`src/rtl/brsm_pkg.sv`:
```
// Block range state map: shared package.
// Holds opcodes, state codes, field widths and the controller/datapath structs.
// No dependencies.
package brsm_pkg;

    localparam int BLK_W     = 48;
    localparam int CNT_W     = 32;
    localparam int CODE_W    = 3;
    localparam int TOT_W     = 64;
    localparam int USE_W     = 9;

    localparam logic [1:0] OP_MARK  = 2'd0;
    localparam logic [1:0] OP_LOOK  = 2'd1;
    localparam logic [1:0] OP_COUNT = 2'd2;

    localparam logic [CODE_W-1:0] STATE_ABSENT = 3'd4;

    // Strobes from the sequencer to the datapath
    typedef struct packed {
        logic load;
        logic prep;
        logic chk;
        logic rd;
        logic push_left;
        logic push_right;
        logic skip;
        logic gen_step;
        logic scan_rst;
        logic hold_right;
        logic res1;
        logic res2;
        logic res3;
        logic flush;
        logic set_hit;
        logic fin;
    } t_dp_cmd;

    // Flags from the datapath to the sequencer
    typedef struct packed {
        logic [1:0] op;
        logic       c_zero;
        logic       too_many;
        logic       idx_end;
        logic       is_left;
        logic       is_right;
        logic       hit;
        logic       gen_done;
        logic       qv;
        logic       out_free;
    } t_dp_sts;

endpackage

```
`src/rtl/brsm_ctrl.sv`:
```
// Block range state map: sequencer state machine.
// Drives brsm_dp through t_dp_cmd and reacts to t_dp_sts; uses brsm_pkg.
module brsm_ctrl (
    input  logic              i_clk,
    input  logic              i_rst_n,
    input  logic              i_in_valid,
    output logic              o_in_stall,
    input  brsm_pkg::t_dp_sts i_sts,
    output brsm_pkg::t_dp_cmd o_cmd
);

    typedef enum logic [13:0] {
        S_IDLE  = 14'b00000000000001,
        S_PREP  = 14'b00000000000010,
        S_CHK   = 14'b00000000000100,
        S_LRD   = 14'b00000000001000,
        S_LEV   = 14'b00000000010000,
        S_GEN   = 14'b00000000100000,
        S_RRD   = 14'b00000001000000,
        S_REV   = 14'b00000010000000,
        S_RES1  = 14'b00000100000000,
        S_RES2  = 14'b00001000000000,
        S_RES3  = 14'b00010000000000,
        S_FLUSH = 14'b00100000000000,
        S_QEV   = 14'b01000000000000,
        S_FIN   = 14'b10000000000000
    } t_state;

    t_state r_state, n_state;
    logic   r_look_rd;

    // Hold the state; r_look_rd flags that the state is S_QEV
    always_ff @(posedge i_clk) begin
        if (!i_rst_n) begin
            r_state   <= S_IDLE;
            r_look_rd <= 1'b0;
        end else begin
            r_state   <= n_state;
            r_look_rd <= (n_state == S_QEV);
        end
    end

    assign o_in_stall = (r_state != S_IDLE);

    // Next state and command strobes
    always_comb begin
        n_state = r_state;
        o_cmd   = '0;
        case (r_state)
            S_IDLE: begin
                if (i_in_valid) begin
                    o_cmd.load = 1'b1;
                    n_state    = S_PREP;
                end
            end
            S_PREP: begin
                o_cmd.prep = 1'b1;
                if (i_sts.op == brsm_pkg::OP_MARK) begin
                    n_state = i_sts.c_zero ? S_FIN : S_CHK;
                end else if (i_sts.op == brsm_pkg::OP_LOOK) begin
                    if (i_sts.idx_end) begin
                        n_state = S_FIN;
                    end else begin
                        o_cmd.rd = 1'b1;
                        n_state  = S_QEV;
                    end
                end else begin
                    n_state = S_FIN;
                end
            end
            S_CHK: begin
                o_cmd.chk = 1'b1;
                n_state   = i_sts.too_many ? S_FIN : S_LRD;
            end
            S_LRD: begin
                if (i_sts.idx_end) begin
                    n_state = S_GEN;
                end else begin
                    o_cmd.rd = 1'b1;
                    n_state  = S_LEV;
                end
            end
            S_LEV: begin
                if (i_sts.is_left) begin
                    o_cmd.push_left = 1'b1;
                    n_state         = S_LRD;
                end else begin
                    n_state = S_GEN;
                end
            end
            S_GEN: begin
                if (i_sts.gen_done) begin
                    o_cmd.scan_rst = 1'b1;
                    n_state        = S_RRD;
                end else begin
                    o_cmd.gen_step = 1'b1;
                end
            end
            S_RRD: begin
                if (i_sts.idx_end) begin
                    n_state = i_sts.qv ? S_RES1 : S_FLUSH;
                end else begin
                    o_cmd.rd = 1'b1;
                    n_state  = S_REV;
                end
            end
            S_REV: begin
                if (!i_sts.is_right) begin
                    o_cmd.skip = 1'b1;
                    n_state    = S_RRD;
                end else if (i_sts.qv) begin
                    o_cmd.hold_right = 1'b1;
                    n_state          = S_RES1;
                end else begin
                    o_cmd.push_right = 1'b1;
                    n_state          = S_RRD;
                end
            end
            S_RES1: begin
                o_cmd.res1 = 1'b1;
                n_state    = S_RES2;
            end
            S_RES2: begin
                o_cmd.res2 = 1'b1;
                n_state    = S_RES3;
            end
            S_RES3: begin
                o_cmd.res3 = 1'b1;
                n_state    = S_RRD;
            end
            S_FLUSH: begin
                o_cmd.flush = 1'b1;
                n_state     = S_FIN;
            end
            S_QEV: begin
                // Read data for the entry issued last cycle is here
                if (r_look_rd && i_sts.hit) begin
                    o_cmd.set_hit = 1'b1;
                    n_state       = S_FIN;
                end else begin
                    o_cmd.skip = 1'b1;
                    n_state    = S_PREP;
                end
            end
            S_FIN: begin
                if (i_sts.out_free) begin
                    o_cmd.fin = 1'b1;
                    n_state   = S_IDLE;
                end
            end
            default: begin
                n_state = S_IDLE;
            end
        endcase
    end

endmodule

```
`config.mk`:
```
export PLATFORM = sky130hd
export DESIGN_NAME = brsm_ctrl
export DESIGN_NICKNAME = d
export VERILOG_FILES = /design/src/rtl/brsm_pkg.sv /design/src/rtl/brsm_ctrl.sv
export SDC_FILE = /design/constraint.sdc
export NUM_CORES = 1
export LEC_CHECK = 0
export BUFFER_PORTS_ARGS = -buffer_cell sky130_fd_sc_hd__buf_2
export CAP_MARGIN = 20
export CORE_UTILIZATION = 52
export CTS_BUF_LIST = sky130_fd_sc_hd__clkbuf_2
export DETAILED_ROUTE_END_ITERATION = 10
export GPL_TIMING_DRIVEN = 0
export PLACE_DENSITY_LB_ADDON = 0.05
export SYNTH_ARGS = -nofsm -noshare
export SYNTH_HDL_FRONTEND = slang
export SYNTH_SLANG_ARGS = --single-unit
```
`constraint.sdc`:
```
create_clock -name i_clk -period 2.6 [get_ports i_clk]
set_input_delay 0.26 -clock i_clk [delete_from_list [all_inputs] [get_ports i_clk]]
set_output_delay 0.26 -clock i_clk [all_outputs]
set_load 0.1 [all_outputs]
```
## Word-level counts from Yosys, hierarchy flattened

Cells that the tools add are included.

- Equality and inequality tests: 17
- Mux-type cells: 46
- Reductions and logical operators: 3

Operators by type and width:

| cell | number |
|---|---|
| 14-bit case mux with 14 select lines | 1 |
| 14-bit 2-to-1 mux | 10 |
| 14-bit by 13-bit equality test with 1-bit output (second input constant) | 2 |
| 1-bit 2-to-1 mux | 27 |
| 12-bit 2-to-1 mux | 2 |
| 14-bit by 1-bit equality test with 1-bit output (second input constant) | 1 |
| 14-bit by 10-bit equality test with 1-bit output (second input constant) | 1 |
| 14-bit by 11-bit equality test with 1-bit output (second input constant) | 1 |
| 14-bit by 12-bit equality test with 1-bit output (second input constant) | 1 |
| 14-bit equality test (second input constant) | 1 |
| 14-bit by 2-bit equality test with 1-bit output (second input constant) | 1 |
| 14-bit by 3-bit equality test with 1-bit output (second input constant) | 1 |
| 14-bit by 4-bit equality test with 1-bit output (second input constant) | 1 |
| 14-bit by 5-bit equality test with 1-bit output (second input constant) | 1 |
| 14-bit by 6-bit equality test with 1-bit output (second input constant) | 1 |
| 14-bit by 7-bit equality test with 1-bit output (second input constant) | 1 |
| 14-bit by 8-bit equality test with 1-bit output (second input constant) | 1 |
| 14-bit by 9-bit equality test with 1-bit output (second input constant) | 1 |
| 14-bit by 1-bit inequality test with 1-bit output (second input constant) | 1 |
| 6-bit 2-to-1 mux | 2 |
| 9-bit 2-to-1 mux | 1 |
| 1-bit case mux with 2 select lines | 2 |
| 2-bit by 1-bit equality test with 1-bit output (second input constant) | 1 |
| 2-bit zero test | 1 |
| 3 further kinds | 3 |

- Register bits after elaboration: 15
- Output and inout bits: 17

## Longest topological paths before layout

- Word-level depth: 5
- Mapped depth: 7
- Depth with buffers taken out: 6

## Worst setup path before layout

OpenSTA, ideal clock, no wires.

- Kind: register to register
- Start: reg r_state[0]
- End: reg r_state[6]
- Arrival time: 4.691 ns
- Required time: 2.528 ns
- Slack: -2.163 ns
- Stages on the path, launching flop included: 6
- Cells stage by stage: dfxtp_1 > or4_4 > nor2_1 > nand3_1 > nor4b_1 > o31a_1

- Cells in the longest elaborated chain, start to end: 2
- Elaborated cells between the ends (all ways): 15
- Those cells by class: 14 x eq/ne; 1 x mux

RTL lines:

| item | line | text |
|---|---|---|
| start: declaration | brsm_ctrl.sv:29 | `t_state r_state, n_state;` |
| start signal: assignment | brsm_ctrl.sv:38 | `r_state <= n_state;` |
| 14-bit equality test (tied with other cells) | brsm_ctrl.sv:49 | `case (r_state)` |
| 14-bit case mux with 14 select lines * | brsm_ctrl.sv:49 |  |

Every way passes the cells marked *; elsewhere a longest branch is shown, timed or not.
A chain may end at the register's enable or synchronous reset.

==> results.sh <==
export IMPL_grt_pass1_wl_um=3990
export IMPL_post_cts_buffers=0
export IMPL_drt_initial_drc_count=54
export IMPL_p_per_area_nw_per_um2=372
export IMPL_slew_headroom=0.675
export IMPL_synth_top_area_frac=0.305
export IMPL_clock_latency_ns=0.31
export IMPL_cts_tree="built"
export IMPL_vias_per_cell=5.95
export IMPL_n_fill_cell=148
export IMPL_dr_pass1_iters=4
export IMPL_clkSinkCount=15
export IMPL_fin_nets=173
export IMPL_period_needed_ns=2.62
export IMPL_wirelength_um=2700
export IMPL_cap_violations=0
export IMPL_dpl_hpwl_um=2040
export IMPL_outcome="finished, violations left"
export IMPL_fin_ws_ns=-0.0237
export IMPL_yosysSeqAreaShare=0.305
export IMPL_cts_max_level=1
export IMPL_grt_pass1_vias=919
export IMPL_grt_total_usage=0.275
export IMPL_arrival_ns=2.36
export IMPL_io_pins=31
export IMPL_port_buffers=30
export IMPL_multi_input_area_sq_um=776
export IMPL_drive_gt1_frac=0.399
export IMPL_start_util=0.565
export IMPL_finalPower_w=0.000501
export IMPL_finalClockSkew_ns=0.0106
export IMPL_die_w_um=45.5
export IMPL_rows=15
export IMPL_synth_area_leaders="dfxtp_1 30%, nor2_1 6.9%, nand2_1 4.6%"
export IMPL_finalCritPeriodShare=1.01
export IMPL_rsz0062_at_grt="true"
export IMPL_required_ns=2.34
export IMPL_end_kind="output port"
export IMPL_synth_edf_count=0
export IMPL_areaGrowthSynthToFinish_pct=36.5
export IMPL_ctsLongestPathBuffers=2
export IMPL_placed_cells_incl_taps=179
export IMPL_via_count=1088
export IMPL_synth_ff_latch_count=15
export IMPL_finalHoldViolations=0
export IMPL_synthTopCellsByCount="18 x nor2_1, 15 x dfxtp_1, 12 x nand2_1, 6 x nor2b_1, 6 x nor3_1"
export IMPL_ys_async_sr_fraction=0
export IMPL_setup_violations=1
export IMPL_layout_cells_non_filler=183
export IMPL_tns_ns=-0.0237
export IMPL_placed_area_sq_um=1240
export IMPL_hold_class="in -> reg"
export IMPL_synthesis_instances=124
export IMPL_critPathLaunchType="register"
export IMPL_synthesis_area_sq_um=986
export IMPL_gp_congestion=0.935
export IMPL_r2r_slack_ns=0.50
export IMPL_grt_ovfl_total=0
export IMPL_die_h_um=45.5
export IMPL_numCtsBuffers=3
export IMPL_worst_pin_slew_ns=0.490
export IMPL_worst_setup_path_type="reg -> out"
export IMPL_regArea_sq_um=303
export IMPL_synth_top_area_cell="dfxtp_1"
export IMPL_crit_fanout=7
export IMPL_wl_per_cell_um=14.8
export IMPL_fin_area_sq_um=1350
export IMPL_fmax_mhz=381
export IMPL_syn_nets=138
export IMPL_power_leakage_nw=0.558
export IMPL_holdWs_ns=0.105
export IMPL_violations="negative setup slack"
export IMPL_insertedDiodeCount=0
export IMPL_core_sq_um=1750
export IMPL_ys_flop_type="dfxtp_1"
export IMPL_grt_max_degree=9
export IMPL_yosysUniqueCellTypes=40
export IMPL_drc_errors=0
export IMPL_syn_avg_cell_area_sq_um=7.95
export IMPL_die_area_sq_um=2070
export IMPL_max_vdd_ir_drop_mv=0.296
export IMPL_cts_root_buffer="clkbuf_2"
export IMPL_path_clk_slew_ns=0.16
export IMPL_drtAntennaViolNets=0
export IMPL_yosys_warnings=0
export IMPL_antenna_found_initial=0
export IMPL_maxSlewViolCount=0
export IMPL_yosysMostFrequentCell="nor2_1"
-- metal layers --
metal  up-vias  track usage  part of all wire
met5         -            0                 0
met1       504        0.333              0.42
met3         7       0.0476             0.071
li1        530            -                 -
met2        47        0.457              0.49
met4         0        0.152             0.022
-- critical path, cell delays in order, from the launching register on --
cell and delay [ns]:
dfxtp_2 0.39, or4_4 0.56, nor2_1 0.14, nand3_2 0.21, or3b_4 0.46, o21ai_2 0.09, buf_12 0.19
-- area by class of cell --
type                            instances  share of cell area
Multi-Input combinational cell        104               0.576
Sequential cell                        15               0.225
Timing Repair Buffer                   30               0.147
Tap cell                               25              0.0232
Clock buffer                            4              0.0149
Inverter                                4              0.0112
Buffer                                  1             0.00279
-- sequential cells by signal, summed over array words and instances (netlist names) --
signal / cells
r_look_rd: 1
r_state: 14
-- cells in the final DEF, fill, tap and decap left out, drive strengths merged, types with 2 or more instances in the layout --
cell type	count
inv	4
and2	2
dfxtp	15
and3	4
nand2b	3
buf	30
nor4	4
nand2	12
nor2b	6
o21ai	5
a31oi	3
o21a	2
nor4b	3
or4	2
nand3	5
mux2	2
nor2	18
and4b	3
or3b	3
nor3b	2
nor3	6
a21oi	3
clkbuf	5
nand4	2
-- per-stage QoR --
stage	setup slack, ns	util
3_5_place_dp	-0.102	0.710
6_report	-0.0237	0.771
2_1_floorplan	-0.0875	-
3_3_place_gp	-0.0781	0.710
4_1_cts	-0.0299	0.761
5_1_grt	-0.0699	0.771
-- path summary, 6_finish.rpt --
check | startpoint | endpoint | depth (start not counted)
max | r_state[0] | o_cmd[9] | 6
min | i_sts[8] | r_state[2] | 2
max reg2reg | r_state[12] | r_state[0] | 5
min reg2reg | r_state[8] | r_state[9] | 2
-- power breakdown --
group          internal (W)  total, W  switching (W)
logic             0.0000412  0.000136      0.0000948
clock network     0.0000407  0.000123      0.0000823
registers          0.000235  0.000242     0.00000761
total              0.000317  0.000501       0.000185
-- repair_timing --
action / CTS / global route
hold buffers: 0 / 0
resized for setup: 19 / 5
endpoints found under the setup margin: 11 / 8
pin swaps: 2 / 0
-- logic make-up (layout without fill, tap and decap cells) --
group,count (synthesis),in the layout,share of synthesized area
XOR/XNOR,1,1,0.00888
AND/OR/NAND/NOR,78,78,0.464
buffers and inverters,5,39,0.0190
flip-flops,15,15,0.305
AO/OA/AOI/OAI,23,23,0.180
multiplexers,2,2,0.0228
(Power assumes the default switching activity.)
